File: config.mk
export PLATFORM = sky130hd
export DESIGN_NAME = ktf_mul
export DESIGN_NICKNAME = d
export VERILOG_FILES = /design/src/rtl/core/ktf_pkg.sv /design/src/rtl/core/ktf_mul.sv
export SDC_FILE = /design/constraint.sdc
export NUM_CORES = 2
export LEC_CHECK = 0
export BUFFER_PORTS_ARGS = -buffer_cell sky130_fd_sc_hd__buf_2
export CAP_MARGIN = 10
export CORE_MARGIN = 4
export CORE_UTILIZATION = 45
export DETAILED_ROUTE_END_ITERATION = 8
export PLACE_DENSITY = 0.66
export SYNTH_ARGS = -nofsm -noshare
export SYNTH_HDL_FRONTEND = slang
export SYNTH_SLANG_ARGS = --single-unit
File: constraint.sdc
create_clock -name clk -period 6.4 [get_ports clk]
set_input_delay 0 -clock clk [delete_from_list [all_inputs] [get_ports clk]]
set_output_delay 0 -clock clk [all_outputs]
set_load 0.03 [all_outputs]
File: src/rtl/core/ktf_pkg.sv
// ktf_pkg: shared widths, register map, reset values, types and fixed-point
// helpers for the two-axis tilt filter. No dependencies.
`timescale 1ns / 1ps

package ktf_pkg;

  // field and register widths
  localparam int TS_W    = 24;
  localparam int DATA_W  = 32;
  localparam int PADDR_W = 4;

  // register map (index = paddr[3:2])
  localparam logic [1:0] REG_SAMPLE_PERIOD = 2'd0;
  localparam logic [1:0] REG_PROCESS_NOISE = 2'd1;
  localparam logic [1:0] REG_MEASURE_NOISE = 2'd2;

  // reset values
  localparam logic [TS_W-1:0]   SAMPLE_PERIOD_RST = 24'd167772;
  localparam logic [DATA_W-1:0] PROCESS_NOISE_RST = 32'd1048576;
  localparam logic [DATA_W-1:0] MEASURE_NOISE_RST = 32'd589824;
  localparam logic [DATA_W-1:0] VAR_RST           = 32'd262144;

  // shared multiplier and divider widths
  localparam int MUL_A_W = 34;
  localparam int MUL_B_W = 26;
  localparam int PROD_W  = MUL_A_W + MUL_B_W;
  localparam int RND_W   = PROD_W - 24;
  localparam int SUM_W   = 37;
  localparam int NUM_W   = 57;
  localparam int DEN_W   = 33;
  localparam int K_W     = 25;
  localparam int CNT_W   = 5;

  localparam logic [K_W-1:0]   ONE_Q24   = 25'h1000000;
  localparam logic [CNT_W-1:0] DIV_LAST  = 5'd24;

  typedef logic signed [MUL_A_W-1:0] mul_a_t;
  typedef logic signed [MUL_B_W-1:0] mul_b_t;
  typedef logic signed [PROD_W-1:0]  prod_t;
  typedef logic signed [RND_W-1:0]   rnd_t;
  typedef logic signed [SUM_W-1:0]   sum_t;

  typedef struct packed {
    logic [TS_W-1:0]   sample_period;
    logic [DATA_W-1:0] process_noise_sq;
    logic [DATA_W-1:0] measure_noise_sq;
  } ktf_cfg_t;

  // rescale by 2^-24, round half up (floor of v + 2^23)
  function automatic rnd_t round_q24(input prod_t v);
    prod_t b;
    b = v + prod_t'(64'sd8388608);
    return b[PROD_W-1:24];
  endfunction

  // clamp to signed 32-bit range
  function automatic logic signed [DATA_W-1:0] sat_s32(input sum_t v);
    logic signed [DATA_W-1:0] res;
    if (v[SUM_W-1:DATA_W-1] != {(SUM_W-DATA_W+1){v[SUM_W-1]}}) begin
      res = v[SUM_W-1] ? 32'sh80000000 : 32'sh7FFFFFFF;
    end else begin
      res = v[DATA_W-1:0];
    end
    return res;
  endfunction

  // clamp to unsigned 32-bit range
  function automatic logic [DATA_W-1:0] sat_u32(input sum_t v);
    logic [DATA_W-1:0] res;
    if (v[SUM_W-1]) begin
      res = '0;
    end else if (|v[SUM_W-2:DATA_W]) begin
      res = '1;
    end else begin
      res = v[DATA_W-1:0];
    end
    return res;
  endfunction

endpackage

File: src/rtl/core/ktf_mul.sv
// ktf_mul: shared signed 34 x 26 multiplier with a registered product.
// Depends on ktf_pkg for the operand and product types.
`timescale 1ns / 1ps

module ktf_mul (
  input  logic            clk,
  input  logic            en,
  input  ktf_pkg::mul_a_t a,
  input  ktf_pkg::mul_b_t b,
  output ktf_pkg::prod_t  prod
);
  import ktf_pkg::*;

  prod_t prod_r;
  prod_t prod_nxt;

  // full-width signed product
  assign prod_nxt = a * b;

  always_ff @(posedge clk) begin
    if (en) begin
      prod_r <= prod_nxt;
    end
  end

  assign prod = prod_r;

endmodule

**Word level (Yosys, flattened, before mapping)**

Cells that the tools add are included.

- Multipliers: 1

Operators by type and width:

| operator | number |
|---|---|
| multiplier 34 x 26 -> 60 bit | 1 |

- Flip-flop bits (word level): 60
- Word-level logic and storage cells: 2
- Bits of input ports: 62
- Output and inout bits: 60

**Longest topological paths before layout**

- Word-level depth: 1
- Mapped depth: 27

**Least setup slack after synthesis**

No wires, ideal clock.

- Path type: input port to flip-flop
- Start point: input port b[2]
- End point: register prod_r[59], in the netlist prod[59] (data pin)
- Setup slack: -0.355 ns
- Setup time: 0.138 ns
- Buffers on the path: 2
- Data required time: 6.262 ns
- Arrival time: 6.617 ns
- Cell stages on the path: 26
- Path through: clkbuf_1 > clkbuf_1 > nand2_1 > fa_1 > inv_1 > fa_1 > inv_1 > fa_1 > fa_1 > fa_1 > inv_1 > fa_1 > inv_1 > fa_1 > inv_1 > ha_1 > a21oi_1 > o21ai_0 > a31o_1 > a31oi_4 > o21ba_4 > a31oi_4 > o41ai_4 > o21ai_2 > or4_1 > nand4_1

- Word-level cells in the longest chain between the ends: 1

Ends and longest elaborated chain:

| item | line | text |
|---|---|---|
| start, declared | ktf_mul.sv:9 | `input ktf_pkg::mul_b_t b,` |
| multiplier 34 x 26 -> 60 bit | ktf_mul.sv:18 | `assign prod_nxt = a * b;` |
| via prod_nxt[59] | ktf_mul.sv:15 | `prod_t prod_nxt;` |
| end signal, assigned | ktf_mul.sv:22 | `prod_r <= prod_nxt;` |
| end, declared | ktf_mul.sv:14 | `prod_t prod_r;` |

The timed path passes the listed nets, and every way through them passes these cells.
A chain may end at the register's enable or synchronous reset.

**Worst setup path after layout**

- Start point: input port b[6]
- End point: register prod_r[56], in the netlist prod[56] (data pin)

The elaborated chain is that of the path after synthesis.

==> results.yml <==
run_status:
  outcome: "finished, final reports clean"
synthesis:
  synth_cells: 3431
  synth_ff_type: "edfxtp_1"
  synthDistinctLibCells: 47
  synthAdderAreaFrac_pct: 62.0
  yosysWarnings: 0
  synth_top_family_by_area: "adder cells"
  synth_edf_count: 60
  synth-simple-area-share_pct: 14.9
  avgSynthCellArea_um2: 9.44
  seq_area_frac_synth_pct: 5.56
  netlist_area_um2: 32400
  synth-compound-area-share_pct: 3.32
  synthTopCellsByCount: "inv_1, fa_1, nand2_1, and2_1, clkbuf_1"
  synthArstFlopShare_pct: 0
  ys_ff_latch: 60
  yosys-top-cells-area: "fa_1, inv_1, and2_1"
  synth_xor_area_share_pct: 1.76
  synth_nets: 4557
  yosysMostFrequentCell: "inv_1"
  synth_top_cell_by_area: "fa_1"
  synth_mux_area_share_pct: 0
  netlist.area_leader.share_pct: 55.7
worst_setup_path:
  critical_path_required_ns: 6.52
  critPathArrivalTime_ns: 6.51
  criticalPathCategory: "in2reg"
  cp-startpoint: "b[6]"
  cp_num_buf_inv: 10
  cp_slowest_cell: "fa_2"
  slowest_delay_ns: 0.61
  crit_path_end_kind: "register"
  crit_top_cell: "fa_1"
  crit_fanout: 10
  cp-start-kind: "input port"
  crit_family: "adder cells"
finish:
  area_growth_syn_to_layout_pct: 21.2
  drive_above_1_share_pct: 20.0
  largest_reg_flops: 60
  final_nets: 5010
grt:
  grt_overflow: 0
  grt_start_max_net_pins: 61
  grt_usage_pct: 23.9
  first_global_vias: 26972
  grt_first_pass_wirelength_mm: 144
  antenna_found_initial: 0
cts:
  root_buffer: "clkbuf_16"
  cts_tree: "yes"
  htreeDepth: 3
  clk_pin_slew_ns: 0.06
  clk_path_buf_depth: 2
  cts_buffers: 9
  cts.sinks: 60
placed_design:
  port-buffer-count: 121
  dp_slack_ns: -0.878
  dp_hpwl_mm: 73.2
  gp_congestion: 0.879
floorplanning:
  dieArea_um2: 76400
  core_um2: 71500
  fp-row-count: 98
  die_x_um: 276
  start_util_pct: 45.3
  io_pins: 122
  dieHeight_um: 276
sta:
  worst_pin_slew_ns: 0.958
  report.final.setup_viol: 0
  slew_violations: 0
  post-route-period-util_pct: 99.8
  period_minus_slack_ns: 6.39
  hold_violations: 0
  relSlewSlack_pct: 36.2
  rsz0062_at_grt: "yes"
  max_freq_mhz: 157
  setup_tns_ns: 0
  setup_ws_ns: 0.0113
drt:
  initialDrtViolationCount: 1440
  detail-route-antenna-nets: 0
  routed_via_density: 4.96
  routed_wl_mm: 87.6
  wire_per_inst_um: 18.1
  drc: 0
  vias: 24025
  dr.pass1.iters: 5
worst_hold_path:
  worstHoldStart: "b[2]"
  hold_class: "in2reg"
  holdPathStages: 3
  hold_end: "prod[2]"
job:
  cap_violations: 0
## cell usage in the layout, fill, tap and decap left out, types with 22 or more instances in the layout
cell type and n:
buf_12 37, a21oi_1 29, nor2_1 50, fa_1 866
o21ai_0 22, a21o_1 22, edfxtp_1 60, buf_6 43
and2_1 358, buf_4 428, xnor2_1 44, inv_1 896
buf_2 70, fa_2 36, nand2_1 503, ha_1 141
## final cells by class
type | count | area [um2]
inverters | 913 | 3440
flip-flops and latches | 60 | 1800
diodes | 1 | 2.50
repair buffers | 607 | 5340
well taps | 950 | 1190
multi-input cells | 2293 | 27200
clock inverters | 6 | 55.1
fillers | 6267 | 32200
clock buffers | 10 | 229
## metal layers
layer	up-vias	track usage, %	part of all wire [%]
li1	10653	-	-
met1	12472	30.0	39
met2	710	41.9	51
met3	190	3.72	5.7
met4	0	8.93	4.2
met5	-	0	0
## worst max path at each step
stage / to / slack [ns] / depth (start not counted)
2_1_floorplan: prod[59] / -0.005 / 23
3_3_place_gp: prod[58] / -0.88 / 30
3_5_place_dp: prod[58] / -0.88 / 29
4_1_cts: prod[56] / -0.08 / 24
5_1_grt: prod[56] / -0.17 / 27
6_report: prod[56] / 0.01 / 28
## timing repair
action                                  in CTS  in global routing
hold buffers                                 0                  0
hold endpoints to repair                     0                  0
setup buffers                               52                 19
gates cloned                                 6                  6
pin swaps                                   59                120
endpoints found under the setup margin      20                 22
gates resized for setup                    123                173
## per-stage QoR
step           hold slack (ns)  instances  cell area, um2  utilization (%)
2_1_floorplan            0.112       3431           32600                -
3_3_place_gp             0.477       4745           37100             51.9
3_5_place_dp             0.481       4745           37100             51.9
4_1_cts                 0.0995       4816           38400             53.7
5_1_grt                 0.0851       4839           39300             54.9
6_report                0.0811       4840           39300             54.9
## cells by family after synthesis
family,after synthesis
XOR/XNOR,65
AO/OA/AOI/OAI,163
adder cells (fa/ha/maj),1064
flip-flops,60
buffers and inverters,1078
AND/OR/NAND/NOR,1001
Power is left out: the tool's default activity adds up to more than one toggle a clock period on the data nets, which glitch-free logic cannot reach.
