--- src/rtl/core/ktf_pkg.sv ---
// ktf_pkg: shared widths, register map, reset values, types and fixed-point
// helpers for the two-axis tilt filter. No dependencies.
`timescale 1ns / 1ps

package ktf_pkg;

  // field and register widths
  localparam int TS_W    = 24;
  localparam int DATA_W  = 32;
  localparam int PADDR_W = 4;

  // register map (index = paddr[3:2])
  localparam logic [1:0] REG_SAMPLE_PERIOD = 2'd0;
  localparam logic [1:0] REG_PROCESS_NOISE = 2'd1;
  localparam logic [1:0] REG_MEASURE_NOISE = 2'd2;

  // reset values
  localparam logic [TS_W-1:0]   SAMPLE_PERIOD_RST = 24'd167772;
  localparam logic [DATA_W-1:0] PROCESS_NOISE_RST = 32'd1048576;
  localparam logic [DATA_W-1:0] MEASURE_NOISE_RST = 32'd589824;
  localparam logic [DATA_W-1:0] VAR_RST           = 32'd262144;

  // shared multiplier and divider widths
  localparam int MUL_A_W = 34;
  localparam int MUL_B_W = 26;
  localparam int PROD_W  = MUL_A_W + MUL_B_W;
  localparam int RND_W   = PROD_W - 24;
  localparam int SUM_W   = 37;
  localparam int NUM_W   = 57;
  localparam int DEN_W   = 33;
  localparam int K_W     = 25;
  localparam int CNT_W   = 5;

  localparam logic [K_W-1:0]   ONE_Q24   = 25'h1000000;
  localparam logic [CNT_W-1:0] DIV_LAST  = 5'd24;

  typedef logic signed [MUL_A_W-1:0] mul_a_t;
  typedef logic signed [MUL_B_W-1:0] mul_b_t;
  typedef logic signed [PROD_W-1:0]  prod_t;
  typedef logic signed [RND_W-1:0]   rnd_t;
  typedef logic signed [SUM_W-1:0]   sum_t;

  typedef struct packed {
    logic [TS_W-1:0]   sample_period;
    logic [DATA_W-1:0] process_noise_sq;
    logic [DATA_W-1:0] measure_noise_sq;
  } ktf_cfg_t;

  // rescale by 2^-24, round half up (floor of v + 2^23)
  function automatic rnd_t round_q24(input prod_t v);
    prod_t b;
    b = v + prod_t'(64'sd8388608);
    return b[PROD_W-1:24];
  endfunction

  // clamp to signed 32-bit range
  function automatic logic signed [DATA_W-1:0] sat_s32(input sum_t v);
    logic signed [DATA_W-1:0] res;
    if (v[SUM_W-1:DATA_W-1] != {(SUM_W-DATA_W+1){v[SUM_W-1]}}) begin
      res = v[SUM_W-1] ? 32'sh80000000 : 32'sh7FFFFFFF;
    end else begin
      res = v[DATA_W-1:0];
    end
    return res;
  endfunction

  // clamp to unsigned 32-bit range
  function automatic logic [DATA_W-1:0] sat_u32(input sum_t v);
    logic [DATA_W-1:0] res;
    if (v[SUM_W-1]) begin
      res = '0;
    end else if (|v[SUM_W-2:DATA_W]) begin
      res = '1;
    end else begin
      res = v[DATA_W-1:0];
    end
    return res;
  endfunction

endpackage

--- src/rtl/core/ktf_regs.sv ---
// ktf_regs: APB-style configuration registers of the tilt filter.
// Depends on ktf_pkg for the register map and reset values.
`timescale 1ns / 1ps

module ktf_regs (
  input  logic                       clk,
  input  logic                       rst_n,
  input  logic                       psel,
  input  logic                       penable,
  input  logic                       pwrite,
  input  logic [ktf_pkg::PADDR_W-1:0] paddr,
  input  logic [ktf_pkg::DATA_W-1:0]  pwdata,
  output logic [ktf_pkg::DATA_W-1:0]  prdata,
  output ktf_pkg::ktf_cfg_t          cfg
);
  import ktf_pkg::*;

  logic [TS_W-1:0]   sample_period_r;
  logic [DATA_W-1:0] process_noise_r;
  logic [DATA_W-1:0] measure_noise_r;
  logic [1:0]        idx;
  logic              wr_en;

  assign idx   = paddr[3:2];
  assign wr_en = psel & penable & pwrite;

  // register writes, unknown indexes ignored
  always_ff @(posedge clk) begin
    if (!rst_n) begin
      sample_period_r <= SAMPLE_PERIOD_RST;
      process_noise_r <= PROCESS_NOISE_RST;
      measure_noise_r <= MEASURE_NOISE_RST;
    end else if (wr_en) begin
      case (idx)
        REG_SAMPLE_PERIOD: sample_period_r <= pwdata[TS_W-1:0];
        REG_PROCESS_NOISE: process_noise_r <= pwdata;
        REG_MEASURE_NOISE: measure_noise_r <= pwdata;
        default: ;
      endcase
    end
  end

  // read mux
  always_comb begin
    case (idx)
      REG_SAMPLE_PERIOD: prdata = {{(DATA_W-TS_W){1'b0}}, sample_period_r};
      REG_PROCESS_NOISE: prdata = process_noise_r;
      REG_MEASURE_NOISE: prdata = measure_noise_r;
      default:           prdata = '0;
    endcase
  end

  assign cfg.sample_period    = sample_period_r;
  assign cfg.process_noise_sq = process_noise_r;
  assign cfg.measure_noise_sq = measure_noise_r;

endmodule

--- config.mk ---
export PLATFORM = sky130hd
export DESIGN_NAME = ktf_regs
export DESIGN_NICKNAME = d
export VERILOG_FILES = /design/src/rtl/core/ktf_pkg.sv /design/src/rtl/core/ktf_regs.sv
export SDC_FILE = /design/constraint.sdc
export NUM_CORES = 1
export LEC_CHECK = 0
export BUFFER_PORTS_ARGS = -buffer_cell sky130_fd_sc_hd__buf_4
export CORE_AREA = 2 2 95 97
export DETAILED_ROUTE_END_ITERATION = 10
export DIE_AREA = 0 0 97 99
export HOLD_SLACK_MARGIN = 0.1
export PLACE_DENSITY = 0.77
export SYNTH_ARGS = -nofsm -noshare
export SYNTH_HDL_FRONTEND = slang
export SYNTH_SLANG_ARGS = --single-unit
export TNS_END_PERCENT = 50
--- constraint.sdc ---
create_clock -name clk -period 1.9 [get_ports clk]
set_clock_uncertainty 0.05 [all_clocks]
set_input_delay 0.38 -clock clk [delete_from_list [all_inputs] [get_ports clk]]
set_output_delay 0.38 -clock clk [all_outputs]
set_load 0.02 [all_outputs]
# After elaboration in Yosys (flattened, before gate mapping)
# Cells that the tools add are included.
[op_classes]
mux = 1
n_eq_ne = 2
bitwise_logic = 2
reduce_logical = 4
[op_table]
columns = ["op", "count"]
rows = [
  ["$pmux W32 S3", 1],
  ["$reduce_and A2 Y1", 3],
  ["$and A1 B1 Y1", 2],
  ["$eq A2 B1 Y1 const B", 1],
  ["$eq A2 B2 Y1 const B", 1],
  ["$logic_not A2 Y1", 1],
]
[totals]
wordCells = 12
regBits = 88
out_inout_bits = 120
input_bits = 41

# Longest topological paths before layout
[logic_depth]
depth_word = 3
mapped_depth = 7

# Least setup slack after synthesis
# OpenSTA, ideal clock, no wires.
[synth_path]
path_kind = "input to output"
startpoint = "input paddr[2] in the netlist's numbering"
endpoint = "output prdata[0] in the netlist's numbering"
cell_stages = 4
n_path_buf = 2
arrival_ps = 1365
setup_slack_ps = 105
cell_sequence = "buf_6 -> buf_2 -> mux2i_1 -> o21ai_0"
[synth_via]
elab_chain_len = 2
elab_cells_between_ends = 4
cone_classes = "2 x eq/ne; 1 x mux; 1 x reduce/logical"
[synth_lines]
columns = ["element", "line_no", "rtl"]
rows = [
  ["start, declared", "ktf_regs.sv:11", "input logic [ktf_pkg::PADDR_W-1:0] paddr,"],
  ["$eq A2 B2 Y1, or another cell as far along", "ktf_regs.sv:45", "case (idx)"],
  ["$pmux W32 S3 *", "ktf_regs.sv:45", ""],
  ["end, declared", "ktf_regs.sv:13", "output logic [ktf_pkg::DATA_W-1:0] prdata,"],
]
# Mark *: on every way between the ends. The rest lies on a longest branch, timed or not.

# Worst setup path after layout
[layout_path]
startpoint = "input paddr[2] in the netlist's numbering"
endpoint = "output prdata[2] in the netlist's numbering"
# The elaborated chain is that of the path after synthesis.

==> summary.md <==
| Metric | Value |
|---|---|
| Post-synth net total | 474 |
| Fin crit period | 1724 ps |
| Placed Instances | 679 |
| Clock-pin slew on the worst setup and hold paths | 90 ps |
| Critical-path maximum fanout | 9 |
| Largest net degree at the start of global routing | 41 |
| Netlist cell types | 19 |
| Port Buf Inserts | 158 |
| Drt drc | 0 |
| Hold/Removal Path Class | in2reg |
| Clock power frac | 40.6% |
| Syn Inst Count | 433 |
| Final hold violations | 0 |
| Worst slew pin tran | 362.5 ps |
| Crit path kind | in2out |
| TritonCTS Buffers | 9 |
| Post-Syn Area | 3981 sq um |
| Die X | 97 um |
| Yosys warning count | 0 |
| First-pass GRT wire length | 17760 um |
| Clk Latency, worst-skew pair | 350 ps |
| Post-synth ARST share | 0% |
| Switch share | 23.33% |
| Maximum clock path buffer count | 2 |
| CP required | 1470 ps |
| Commonest cells post-synth | nand2_1, mux2i_1, dfxtp_1 |
| Most used cell, CP | buf_4 |
| Post-DR wirelength/cell | 15.77 um |
| Vias per inst | 5.108 |
| Core Box Area | 8551 sq um |
| FP Rows | 34 |
| EDFF count, synth | 0 |
| Register area share after synthesis | 44.25% |
| Antenna violations before repair | 0 |
| DP HPWL | 8086 um |
| Drt total wl | 10960 um |
| GRT Util Overall | 22.59% |
| F_max | 579.9 MHz |
| Primary FF master, synth | dfxtp_1 |
| Nets@finish | 623 |
| Nature of the critical path endpoint | output port |
| Worst setup SP type | input port |
| Max VDD drop | 383.8 uV |
| DIE AREA | 9603 sq um |
| Buf/Inv on CP | 3 |
| CTS tree | yes |
| Yosys top cell area share | 44.25% |
| DR vias | 3550 |
| Fillers | 732 |
| Most frequent cell after synthesis | nand2_1 |
| Root Driver | clkbuf_8 |
| P_sw | 0.0009164 W |
| Gate power share | 11.3% |
| DRT Pass-1 Iters | 4 |
| Max-slew violations | 0 |
| Final worst path period share | 90.76% |
| WP data arrival | 1290 ps |
| I/O Pins | 161 |
| Post-synthesis register bit count | 88 |
| Ranking of synthesized cells by area | dfxtp_1, mux2i_1, nand2_1, o21ai_0, buf_6 |
| Iter 0 DRT Violations | 115 |
| Max_cap viols | 0 |
| Area delta synth->final | 39.19% |
| Number of gates resized after CTS | 0 |
| RSZ-0062 raised after global routing | no |
| Post-CTS Hold Buffers | 0 |
| Post-route ant nets | 0 |
| H-tree Lvls | 3 |
| Largest area contributor in the netlist | dfxtp_1 |
| P per Cell Area | 708.9 nW/um^2 |
| Post-CTS Setup Inserts | 0 |
| Vias in the first global route | 3632 |
| Critical path's top delay family | buffers and inverters |
| Hold Slack | 236.8 ps |
| Slew margin rel. | 75.84% |
| Global placer's final weighted congestion | 0.7851 |
| Setup TNS | 0 ps |
| Clk sinks | 88 |
| Crit-path max cell delay | 260 ps |
| Antenna cells | 0 |
| Critical path, cell by cell | buf_4, buf_4, mux2i_1, o21ai_0, buf_4 |
| Register share of total power | 48.1% |
| CP max stage cell | buf_4 |
| Endpoints failing setup | 0 |
| Mean Syn Cell Area | 9.195 sq um |
| Internal power | 0.003012 W |
| Initial Utilization | 46.56% |
| GR Overflow Total | 0 |
| Layout cells sized above 1 | 33.39% |
| Leak | 2.432 nW |
| Final Non-Filler Cells | 695 |
| Run status | complete, no violations |
| Die height | 99 um |
==> layout make-up <==
| cell class | instances | area [sq um] | area share, % |
|---|---|---|---|
| Clock inverter | 5 | 102.6 | 1.851 |
| Timing Repair Buffer | 175 | 1426 | 25.74 |
| Clock buffer | 11 | 151.4 | 2.732 |
| Sequential cell | 88 | 1762 | 31.79 |
| Tap cell | 108 | 135.1 | 2.438 |
| Multi-Input combinational cell | 297 | 1923 | 34.70 |
| Inverter | 11 | 41.29 | 0.7451 |
==> registers in the layout, indices dropped and copies added (netlist names) <==
name             flops
process_noise_r     32
measure_noise_r     32
sample_period_r     24
==> layer usage <==
layer	wire, um	vias up	track usage [%]	part of all wire [%]
met1	4649	1665	26.35	42
li1	-	1741	-	-
met3	824	15	6.099	7.5
met4	159	0	7.151	1.5
met2	5327	129	40.44	49
met5	0	-	0	0
==> layout by cell type (no fill, tap or decap) <==
cell type / synthesis / routed
bufinv_16: 0 / 3
clkbuf_8: 0 / 11
dfxtp_1: 88 / 88
and2_1: 2 / 1
o21ai_0: 24 / 24
nand2_1: 131 / 131
mux2i_1: 101 / 101
buf_4: 3 / 166
nor2b_4: 2 / 2
o211ai_1: 11 / 11
nor2b_1: 4 / 4
inv_1: 11 / 11
buf_12: 0 / 9
clkinv_2: 0 / 1
and3_1: 1 / 1
and2_2: 0 / 1
nand3_1: 11 / 11
clkinvlp_4: 0 / 1
and2_4: 1 / 1
nor2_4: 1 / 1
a22o_1: 8 / 8
==> final timing paths <==
path | slack (ps) | depth (start not counted) | from | to
worst max-delay path | 180 | 5 | paddr[2] | prdata[2]
worst min-delay path | 240 | 3 | pwdata[8] | sample_period_r[8]
worst max register to register | 1160 | 2 | measure_noise_r[19] | measure_noise_r[19]
worst min register to register | 430 | 2 | process_noise_r[15] | process_noise_r[15]
==> power by group through the flow <==
stage	Sequential [W]	Combinational (W)	Clock [W]
after floorplan	0.00196	0.000217	0
after global placement	0.00193	0.000438	0
after detailed placement	0.00193	0.000447	0
after CTS	0.00189	0.000447	0.00161
after global routing	0.00189	0.000477	0.00170
final	0.00189	0.000444	0.00159
==> cell families after synthesis <==
logic type / Yosys count / synth area share [%]
AO/OA/AOI/OAI: 43 / 6.851
AND/OR/NAND/NOR: 153 / 16.03
flip-flops: 88 / 44.25
buffers and inverters: 48 / 7.479
multiplexers: 101 / 25.39
==> stage by stage <==
step | setup slack (ps) | instance area, sq um | total power (W) | util [%]
floorplan | 105.1 | 3981 | 0.002178 | -
global placement | 151.1 | 5288 | 0.002370 | 61.84
finish | 175.6 | 5542 | 0.003929 | 64.81
CTS | 160.3 | 5542 | 0.003952 | 64.81
detailed placement | 95.90 | 5288 | 0.002380 | 61.84
global route | 105.7 | 5542 | 0.004073 | 64.81
==> worst min-delay path: cells and delay by family <==
kind,cells,cell delay (ps)
compound gates,1,80
buf+inv,1,90
simple gates,1,50
Power figures use the tool's default switching activity.
