**config.mk**
```make
export PLATFORM = sky130hd
export DESIGN_NAME = ktf_div
export DESIGN_NICKNAME = d
export VERILOG_FILES = /design/src/rtl/core/ktf_pkg.sv /design/src/rtl/core/ktf_div.sv
export SDC_FILE = /design/constraint.sdc
export NUM_CORES = 1
export LEC_CHECK = 0
export ABC_AREA = 0
export BUFFER_PORTS_ARGS = -buffer_cell sky130_fd_sc_hd__buf_2
export CAP_MARGIN = 20
export CORE_MARGIN = 4
export CORE_UTILIZATION = 35
export CTS_CLUSTER_DIAMETER = 80
export DETAILED_ROUTE_END_ITERATION = 10
export HOLD_SLACK_MARGIN = 0.12
export PLACE_DENSITY = 0.58
export SYNTH_ARGS = -nofsm -noshare
export SYNTH_HDL_FRONTEND = slang
export SYNTH_SLANG_ARGS = --single-unit
```
**constraint.sdc**
```tcl
create_clock -name clk -period 4.05 [get_ports clk]
set_clock_uncertainty 0.1 [all_clocks]
set_input_delay 0.2025 -clock clk [delete_from_list [all_inputs] [get_ports clk]]
set_output_delay 0.2025 -clock clk [all_outputs]
set_load 0.02 [all_outputs]
```
**src/rtl/core/ktf_pkg.sv**
```systemverilog
// ktf_pkg: shared widths, register map, reset values, types and fixed-point
// helpers for the two-axis tilt filter. No dependencies.
`timescale 1ns / 1ps

package ktf_pkg;

  // field and register widths
  localparam int TS_W    = 24;
  localparam int DATA_W  = 32;
  localparam int PADDR_W = 4;

  // register map (index = paddr[3:2])
  localparam logic [1:0] REG_SAMPLE_PERIOD = 2'd0;
  localparam logic [1:0] REG_PROCESS_NOISE = 2'd1;
  localparam logic [1:0] REG_MEASURE_NOISE = 2'd2;

  // reset values
  localparam logic [TS_W-1:0]   SAMPLE_PERIOD_RST = 24'd167772;
  localparam logic [DATA_W-1:0] PROCESS_NOISE_RST = 32'd1048576;
  localparam logic [DATA_W-1:0] MEASURE_NOISE_RST = 32'd589824;
  localparam logic [DATA_W-1:0] VAR_RST           = 32'd262144;

  // shared multiplier and divider widths
  localparam int MUL_A_W = 34;
  localparam int MUL_B_W = 26;
  localparam int PROD_W  = MUL_A_W + MUL_B_W;
  localparam int RND_W   = PROD_W - 24;
  localparam int SUM_W   = 37;
  localparam int NUM_W   = 57;
  localparam int DEN_W   = 33;
  localparam int K_W     = 25;
  localparam int CNT_W   = 5;

  localparam logic [K_W-1:0]   ONE_Q24   = 25'h1000000;
  localparam logic [CNT_W-1:0] DIV_LAST  = 5'd24;

  typedef logic signed [MUL_A_W-1:0] mul_a_t;
  typedef logic signed [MUL_B_W-1:0] mul_b_t;
  typedef logic signed [PROD_W-1:0]  prod_t;
  typedef logic signed [RND_W-1:0]   rnd_t;
  typedef logic signed [SUM_W-1:0]   sum_t;

  typedef struct packed {
    logic [TS_W-1:0]   sample_period;
    logic [DATA_W-1:0] process_noise_sq;
    logic [DATA_W-1:0] measure_noise_sq;
  } ktf_cfg_t;

  // rescale by 2^-24, round half up (floor of v + 2^23)
  function automatic rnd_t round_q24(input prod_t v);
    prod_t b;
    b = v + prod_t'(64'sd8388608);
    return b[PROD_W-1:24];
  endfunction

  // clamp to signed 32-bit range
  function automatic logic signed [DATA_W-1:0] sat_s32(input sum_t v);
    logic signed [DATA_W-1:0] res;
    if (v[SUM_W-1:DATA_W-1] != {(SUM_W-DATA_W+1){v[SUM_W-1]}}) begin
      res = v[SUM_W-1] ? 32'sh80000000 : 32'sh7FFFFFFF;
    end else begin
      res = v[DATA_W-1:0];
    end
    return res;
  endfunction

  // clamp to unsigned 32-bit range
  function automatic logic [DATA_W-1:0] sat_u32(input sum_t v);
    logic [DATA_W-1:0] res;
    if (v[SUM_W-1]) begin
      res = '0;
    end else if (|v[SUM_W-2:DATA_W]) begin
      res = '1;
    end else begin
      res = v[DATA_W-1:0];
    end
    return res;
  endfunction

endpackage

```
**src/rtl/core/ktf_div.sv**
```systemverilog
// ktf_div: radix-2 restoring divider, one quotient bit per cycle, 25 bits.
// Depends on ktf_pkg; the caller guarantees num < den * 2^25 and den != 0.
`timescale 1ns / 1ps

module ktf_div (
  input  logic                     clk,
  input  logic                     rst_n,
  input  logic                     start,
  input  logic [ktf_pkg::NUM_W-1:0] num,
  input  logic [ktf_pkg::DEN_W-1:0] den,
  output logic                     done,
  output logic [ktf_pkg::K_W-1:0]   quo
);
  import ktf_pkg::*;

  logic             run_r;
  logic             done_r;
  logic [CNT_W-1:0] cnt_r;
  logic [DEN_W-1:0] rem_r;
  logic [DEN_W-1:0] den_r;
  logic [K_W-1:0]   lo_r;
  logic [K_W-1:0]   quo_r;
  logic [DEN_W:0]   rem_sh;
  logic [DEN_W+1:0] diff;
  logic             qbit;

  // one trial subtraction per cycle
  assign rem_sh = {rem_r, lo_r[K_W-1]};
  assign diff   = {1'b0, rem_sh} - {2'b0, den_r};
  assign qbit   = ~diff[DEN_W+1];

  // sequencing
  always_ff @(posedge clk) begin
    if (!rst_n) begin
      run_r  <= 1'b0;
      done_r <= 1'b0;
      cnt_r  <= '0;
    end else begin
      done_r <= 1'b0;
      if (start) begin
        run_r <= 1'b1;
        cnt_r <= DIV_LAST;
      end else if (run_r) begin
        if (cnt_r == '0) begin
          run_r  <= 1'b0;
          done_r <= 1'b1;
        end else begin
          cnt_r <= cnt_r - 1'b1;
        end
      end
    end
  end

  // partial remainder and quotient
  always_ff @(posedge clk) begin
    if (start) begin
      rem_r <= {1'b0, num[NUM_W-1:K_W]};
      lo_r  <= num[K_W-1:0];
      den_r <= den;
      quo_r <= '0;
    end else if (run_r) begin
      rem_r <= qbit ? diff[DEN_W-1:0] : rem_sh[DEN_W-1:0];
      lo_r  <= {lo_r[K_W-2:0], 1'b0};
      quo_r <= {quo_r[K_W-2:0], qbit};
    end
  end

  assign done = done_r;
  assign quo  = quo_r;

endmodule

```
[Word-level counts from Yosys, hierarchy flattened]
Cells that the tools add are included.
Storage, ports and cells
  bits in registers: 123
  word-level logic and storage cells: 34
  input port bits: 93
Cells by class
  add/subtract/negate cells: 2
  equal/unequal tests: 1
  multiplexer cells: 12
  reduce and logical (&&, ||, !) cells: 6
  bitwise logic cells: 4
Operator list (number)
  two-way mux 32 bit: 2
  two-way mux 25 bit: 2
  subtractor 34 x 33 -> 35 bit: 1
  two-way mux 33 bit: 1
  two-way mux 5 bit: 3
  zero test 5 bit: 1
  subtractor 5 x 1 -> 5 bit (second input constant): 1
  two-way mux 1 bit: 4
  NOT 1 bit: 4
  AND reduction 2 bit: 2
  OR reduction 3 bit: 1
  inequality test 2 bit (second input constant): 1
  nonzero test 2 bit: 1
  OR reduction 2 bit: 1

[Longest topological paths before layout]
Gate-level depths: netlist of the first run.
  depth in word-level cells: 4
  mapped depth: 14

[Worst setup path before layout of the first run]
No wires, ideal clock.
  kind: flip-flop to flip-flop
  from: register lo_r[24]
  to: register rem_r[11], data pin
  path buffers: 1
  path slack: 0.673 ns
  stages on the path, launching flop included: 14
  library setup time: 0.260 ns
  data arrival time: 3.017 ns
  cells stage by stage: edfxtp_1 > inv_1 > ha_1 > inv_1 > fa_1 > a211oi_1 > o211ai_1 > nand3_2 > a311oi_2 > or2_4 > a41oi_4 > buf_6 > mux2_4 > mux2_2
Between the ends
  longest elaborated chain between the ends: 4
RTL lines
  start, declared: RTL line ktf_div.sv:21  | logic [K_W-1:0] lo_r;
  start signal, assigned: RTL line ktf_div.sv:58  | lo_r <= num[K_W-1:0];
  start signal, assigned: RTL line ktf_div.sv:63  | lo_r <= {lo_r[K_W-2:0], 1'b0};
  subtractor 34 x 33 -> 35 bit: RTL line ktf_div.sv:29  | assign diff = {1'b0, rem_sh} - {2'b0, den_r};
  two-way mux 33 bit: RTL line ktf_div.sv:62  | rem_r <= qbit ? diff[DEN_W-1:0] : rem_sh[DEN_W-1:0];
  two-way mux 32 bit: RTL line ktf_div.sv:61  | end else if (run_r) begin
  two-way mux 32 bit: RTL line ktf_div.sv:56  | if (start) begin
  end signal, assigned: RTL line ktf_div.sv:57  | rem_r <= {1'b0, num[NUM_W-1:K_W]};
  end signal, assigned: RTL line ktf_div.sv:62
  end, declared: RTL line ktf_div.sv:19  | logic [DEN_W-1:0] rem_r;
Every way passes these cells. The select of a mux whose other input is x is not followed.
A chain may end at the register's enable or synchronous reset.

[Worst setup path in the final report of the first run]
  from: register lo_r[24]
  to: register rem_r[27], data pin
Same word-level chain as after synthesis.

==> key figures, run 1 <==
Timing
  • RSZ-0062 raised after global routing: false
  • Final worst slack: approximately 0.44 ns
  • Min cycle time layout: 3.61 ns
  • Final Max Tran Viols: 0
  • Fin. Hold Viols: 0
  • Worst-margin pin slew: around 0.64 ns
  • Period utilisation layout: 0.892
  • Slew Limit Headroom: 0.575
  • Setup violators final: 0
  • Setup TNS: 0 ns
  • Fmax: 0.277 GHz

Critical path
  • Arrival time worst endpoint: approximately 3.7 ns
  • Startpoint type of the worst setup path: flip-flop
  • R2R Path Start: lo_r[24]$_DFFE_PP_
  • Kind of critical path: reg2reg
  • R2R setup slack: about 0.44 ns
  • Worst EP required: 4.11 ns
  • Crit-path cells: inv_1 -> ha_1 -> inv_1 -> fa_1 -> a211oi_1 -> o211ai_1 -> nand3_2 -> a311oi_2 -> or2_4 -> a41oi_4 -> buf_4 -> mux2_4 -> mux2_2
  • Reg2reg end: rem_r[27]$_DFFE_PP_
  • Worst reg2reg path depth: 13
  • Worst path depth: 13
  • Buf/Inv on CP: 3
  • CP max stage delay: between 0.4 and 0.5 ns
  • CP Max Fanout: 21
  • Critical path's most frequent cell: inv_1
  • Slowest-stage cell, CP: fa_1
  • CP Capture Type: flip-flop
  • Dominant delay contributor by cell family on the critical path: compound AO/OA/AOI/OAI gates

Final layout
  • Filler cell count: between 1,500 and 2,000
  • Post-layout nets: approximately 940
  • Antenna cell count: 0
  • Post-route cell area: between 9000 and 10,000 sq um
  • Share of cells above drive strength 1: 0.274
  • P&R area growth vs syn: 33.1%

GRT
  • Largest net degree at the start of global routing: between 100 and 150
  • Total congestion overflow: 0
  • Initial antenna violation count: 0
  • All-Layer GR Usage: 0.151
  • Vias in the first global route: ~5,500
  • First-pass GRT wire length: ~27,000 um

Clock network
  • CTS sink cnt: approximately 120
  • Htree depth: 4
  • CTS tree: built
  • Clk_lat worst skew: approximately 0.42 ns
  • Hold-fix buffers, CTS: 91
  • Num CTS Buffers: 17
  • Worst-path clk slew: about 0.060 ns
  • Setup Buffers After CTS: 0
  • CTS root buf: clkbuf_16
  • CTS Buffer Depth: 2
  • Post-CTS sizing: 0

Synth
  • Syn Area/Cell: between 10 and 15 sq um
  • Top post-synthesis cells by count: edfxtp_1, mux2_2, nor2_1
  • Cells after synthesis: around 610
  • Count leader, synth: edfxtp_1
  • Mapped Area: about 7000 sq um
  • Number of synthesized register bits: 123
  • Yosys synthesis warning count: 0
  • Synth Net Count: ~740
  • Yosys top cell area share: 0.388
  • Post-synth EDFFs: 90
  • Ranking of synthesized cells by area: edfxtp_1, dfxtp_1, mux2_2
  • Biggest area consumer among synthesized cells: edfxtp_1
  • Post-synthesis cell type count: between 60 and 70
  • Primary FF master, synth: edfxtp_1
  • Async S/R FF share, synth: 0
  • Seq/Total Area, Yosys: 0.483

Drt
  • Remaining DRCs: 0
  • Post-DR vias/cell: 4.84
  • Vias: 5,295
  • Total Routed Length: between 15,000 and 20,000 um
  • WL/cell: ~15 um
  • Initial DRC count: ~220
  • Antenna-violating nets left: 0
  • Drt pass-1 iters: 5

Floorplan
  • Core ar.: between 15,000 and 20,000 sq um
  • Starting Density: 0.357
  • # rows: between 50 and 60
  • I/O pin cnt: roughly 120
  • Die footprint: 22,200 sq um
  • Die H: between 100 and 150 um
  • Die W: between 100 and 150 um

Min path
  • Hold Path Cell Cnt: 2
  • Tightest Hold Check Type: in2reg
  • Hold_sp: start
  • Worst hold path endpoint: den_r[7]$_DFFE_PP_

Flow run
  • Max cap viols: 0

Place
  • Placed inst area: 7790 sq um
  • Detail Placement HPWL: 11,100 um
  • Port buffer count: around 120
  • Routability cong.: 0.859
  • Pre-CTS setup slack: about 0.45 ns

Power
  • Pwr dens: about 530 nW/um^2
  • LEAKAGE: approximately 0.004 uW
  • VDD IR-drop max: roughly 0.35 mV

Run status
  • Status: finished, final reports clean
-- layer usage --
metal,wire [um],GRT usage,part of all wire
met1,7460,0.190,0.46
met2,8110,0.255,0.50
met3,617,0.0450,0.038
met4,140,0.0389,0.0086
met5,0,0,0
-- report_power, final --
group | switching (uW) | leakage (uW) | total, uW | internal (uW)
Clock | 612 | 0.000283 | 1470 | 859
Sequential | 80.6 | 0.00116 | 1640 | 1560
Combinational | 916 | 0.00252 | 1810 | 896
-- through the flow --
stage	std cells	hold slack (ns)	util	total power, uW
5_1_grt	1093	0.342	0.475	5240
6_report	1093	0.341	0.475	4930
3_3_place_gp	970	0.280	0.399	3360
3_5_place_dp	970	0.281	0.399	3400
2_1_floorplan	613	0.201	-	3060
4_1_cts	1093	0.327	0.475	4960
-- how the worst max path moves through the flow --
stage | start | end | slack (ns)
floorplan | lo_r[24]$_DFFE_PP_ | rem_r[11]$_DFFE_PP_ | 0.67
global placement | lo_r[24]$_DFFE_PP_ | rem_r[6]$_DFFE_PP_ | 0.50
detailed placement | lo_r[24]$_DFFE_PP_ | rem_r[8]$_DFFE_PP_ | 0.45
CTS | lo_r[24]$_DFFE_PP_ | rem_r[27]$_DFFE_PP_ | 0.42
global route | lo_r[24]$_DFFE_PP_ | rem_r[19]$_DFFE_PP_ | 0.17
finish | lo_r[24]$_DFFE_PP_ | rem_r[27]$_DFFE_PP_ | 0.44
-- worst reg2reg max path: cells and delay by family (launching register included) --
family,cells,cell delay (ns)
simple gates,2,0.45
mux,2,0.60
fa+ha+maj,2,0.57
flops,1,0.37
buf+inv,3,0.48
compound gates,4,0.80
-- state kept, by name (all words and copies together) (netlist names) --
| register | count |
|---|---|
| lo_r | 25 |
| cnt_r | 5 |
| run_r | 1 |
| done | 1 |
| quo | 25 |
| den_r | 33 |
| rem_r | 33 |
-- cell families (layout without fill, tap and decap cells) --
kind of cell | Yosys count | after routing | share of synthesized area
XOR/XNOR | 31 | 31 | 0.0390
adder cells (fa/ha/maj) | 36 | 36 | 0.0657
buffers and inverters | 74 | 289 | 0.0445
flip-flops | 123 | 123 | 0.483
multiplexers | 93 | 93 | 0.150
AND/OR/NAND/NOR | 126 | 126 | 0.0871
AO/OA/AOI/OAI | 130 | 130 | 0.131
-- final cells by class --
cell class	instances	area (sq um)	share of cell area
well taps	265	332	0.0358
multi-input cells	416	3290	0.355
inverters	42	158	0.0170
flip-flops and latches	123	3360	0.363
clock inverters	14	138	0.0148
repair buffers	215	1560	0.168
clock buffers	18	429	0.0463
-- placed cells by master (no fill, tap or decap), drive strengths merged, types with 25 or more instances in the layout --
master,n
buf,124
dlygate4sd3,91
edfxtp,90
mux2,61
inv,48
nor2,45
ha,35
a21oi,34
dfxtp,33
mux2i,32
nand2,30
o21ai,25
Power figures use the tool's default switching activity.
==> run 2: changes to the inputs <==
--- a/config.mk
+++ b/config.mk
@@ -13,6 +13,7 @@
 export CTS_CLUSTER_DIAMETER = 80
 export DETAILED_ROUTE_END_ITERATION = 10
 export HOLD_SLACK_MARGIN = 0.12
+export MAX_ROUTING_LAYER = met4
 export PLACE_DENSITY = 0.58
 export SYNTH_ARGS = -nofsm -noshare
 export SYNTH_HDL_FRONTEND = slang
==> run 2 against run 1 <==
Compared with the run above:
- non-clock buffer count unchanged
- sequential cell count did not move
- critical path type unchanged
- combinational power hardly changed
- die area unchanged
- worst setup slack gained 0.0032 ns
- via count unchanged
- hold slack worse by 0.0021 ns
- utilization unchanged
- highest routed layer unchanged
- power about the same
- count of clock-buffer cells in the layout is the same
==> key figures, run 2 (same netlist as run 1, synthesis figures left out) <==
Critical path
  • Crit-path cells: inv_1 -> ha_1 -> inv_1 -> fa_1 -> a211oi_1 -> o211ai_1 -> nand3_2 -> a311oi_2 -> or2_4 -> a41oi_4 -> buf_4 -> mux2_4 -> mux2_2
  • Critical path's most frequent cell: inv_1
  • Dominant delay contributor by cell family on the critical path: compound AO/OA/AOI/OAI gates
  • CP max stage delay: about 0.42 ns
  • Kind of critical path: reg2reg
  • Arrival time worst endpoint: 3.67 ns
  • CP Capture Type: flip-flop
  • Slowest-stage cell, CP: fa_1
  • Buf/Inv on CP: 3
  • Worst EP required: 4.11 ns
  • Worst reg2reg path depth: 13
  • Worst path depth: 13
  • Startpoint type of the worst setup path: flip-flop
  • CP Max Fanout: 21

Final layout
  • Most common cell after layout, fill and taps aside: buf_2
  • Core Util, Final: 0.475
  • Antenna cell count: 0
  • Most frequent cells in the layout: buf_2, dlygate4sd3_1, edfxtp_1, mux2_2, nor2_1
  • P&R area growth vs syn: 33.1%
  • Largest regs: den_r x33, rem_r x33
  • Post-layout nets: roughly 940
  • Share of cells above drive strength 1: 0.274

Floorplan
  • Die W: 149 um
  • Die footprint: approximately 22,000 sq um
  • Core ar.: about 20,000 sq um
  • Die H: roughly 150 um
  • I/O pin cnt: roughly 120
  • Starting Density: 0.357
  • # rows: between 50 and 60

Timing
  • Setup TNS: 0 ns
  • Period utilisation layout: 0.892
  • Slew Limit Headroom: 0.573
  • Final Max Tran Viols: 0
  • Min cycle time layout: 3.61 ns
  • Fin. Hold Viols: 0
  • RSZ-0062 raised after global routing: false
  • Setup violators final: 0
  • Fmax: 0.277 GHz
  • Worst-margin pin slew: 0.641 ns

GRT
  • Total congestion overflow: 0
  • Initial antenna violation count: 0
  • First-pass GRT wire length: between 20,000 and 30,000 um
  • Largest net degree at the start of global routing: approximately 140
  • Vias in the first global route: roughly 5,500
  • All-Layer GR Usage: 0.155

Drt
  • Total Routed Length: between 15,000 and 20,000 um
  • Remaining DRCs: 0
  • Drt pass-1 iters: 4
  • Initial DRC count: around 220
  • Vias: 5,295
  • Antenna-violating nets left: 0
  • WL/cell: 14.9 um
  • Post-DR vias/cell: roughly 4.8

Clock network
  • CTS tree: built
  • Clk_lat worst skew: between 0.4 and 0.5 ns
  • Htree depth: 4
  • Num CTS Buffers: 17
  • Setup Buffers After CTS: 0
  • Post-CTS sizing: 0
  • CTS root buf: clkbuf_16
  • CTS Buffer Depth: 2
  • Worst-path clk slew: 0.06 ns
  • CTS sink cnt: between 100 and 150

Min path
  • Hold Path Cell Cnt: 2
  • Tightest Hold Check Type: in2reg

Place
  • Routability cong.: around 0.87
  • Port buffer count: 118
  • Detail Placement HPWL: about 11,000 um

Power
  • LEAKAGE: 0.00397 uW
  • Pwr dens: about 530 nW/um^2
  • VDD IR-drop max: approximately 0.35 mV

Run status
  • Status: finished, final reports clean

Flow run
  • Max cap viols: 0
==> run 2: timing repair <==
item                                    4_1_cts  5_1_grt
endpoints found under the setup margin        0        0
endpoints found under the hold margin        97        0
hold buffers                                 91        0
==> run 2: path summary, 6_finish.rpt <==
path	start	to	slack, ns
worst max-delay path	lo_r[24]$_DFFE_PP_	rem_r[27]$_DFFE_PP_	0.44
worst min-delay path	start	den_r[7]$_DFFE_PP_	0.34
worst max register to register	lo_r[24]$_DFFE_PP_	rem_r[27]$_DFFE_PP_	0.44
worst min register to register	rem_r[32]$_SDFFE_PP0P_	rem_r[32]$_SDFFE_PP0P_	0.39
==> run 2: routing by layer <==
metal	vias to the layer above	GRT usage	part of all wire
li1	2662	-	-
met1	2526	0.192	0.46
met2	97	0.254	0.50
met3	10	0.0401	0.037
met4	0	0.0389	0.0087
met5	-	-	0
==> run 2: through the flow <==
stage	cells	power [uW]	worst slack [ns]	hold slack, ns	area, sq um
floorplan	613	3060	0.673	0.201	6970
global placement	970	3360	0.502	0.280	7790
detailed placement	970	3400	0.445	0.281	7790
CTS	1093	4960	0.418	0.327	9270
global route	1093	5240	0.176	0.353	9270
finish	1093	4920	0.439	0.338	9270
==> run 2: worst reg2reg max path, stage by stage (launching register included) <==
cell and delay (ns):
edfxtp_1 0.37, inv_1 0.08, ha_1 0.15, inv_1 0.05
fa_1 0.42, a211oi_1 0.28, o211ai_1 0.19, nand3_2 0.15
a311oi_2 0.12, or2_4 0.30, a41oi_4 0.21, buf_4 0.34
mux2_4 0.34, mux2_2 0.27
==> run 2: where the power goes <==
part / total [uW] / switching [uW] / internal (uW)
logic: 1810 / 916 / 896
clock network: 1470 / 611 / 860
registers: 1640 / 80.6 / 1560
total: 4920 / 1610 / 3320
==> run 2: layout make-up <==
| cell class | count | area, sq um |
|---|---|---|
| fill | 1806 | 10300 |
| clock inverter | 14 | 138 |
| inverter | 42 | 158 |
| clock buffer | 18 | 429 |
| timing repair buffer | 215 | 1560 |
| multi-input combinational | 416 | 3290 |
| tap | 265 | 332 |
| sequential | 123 | 3360 |
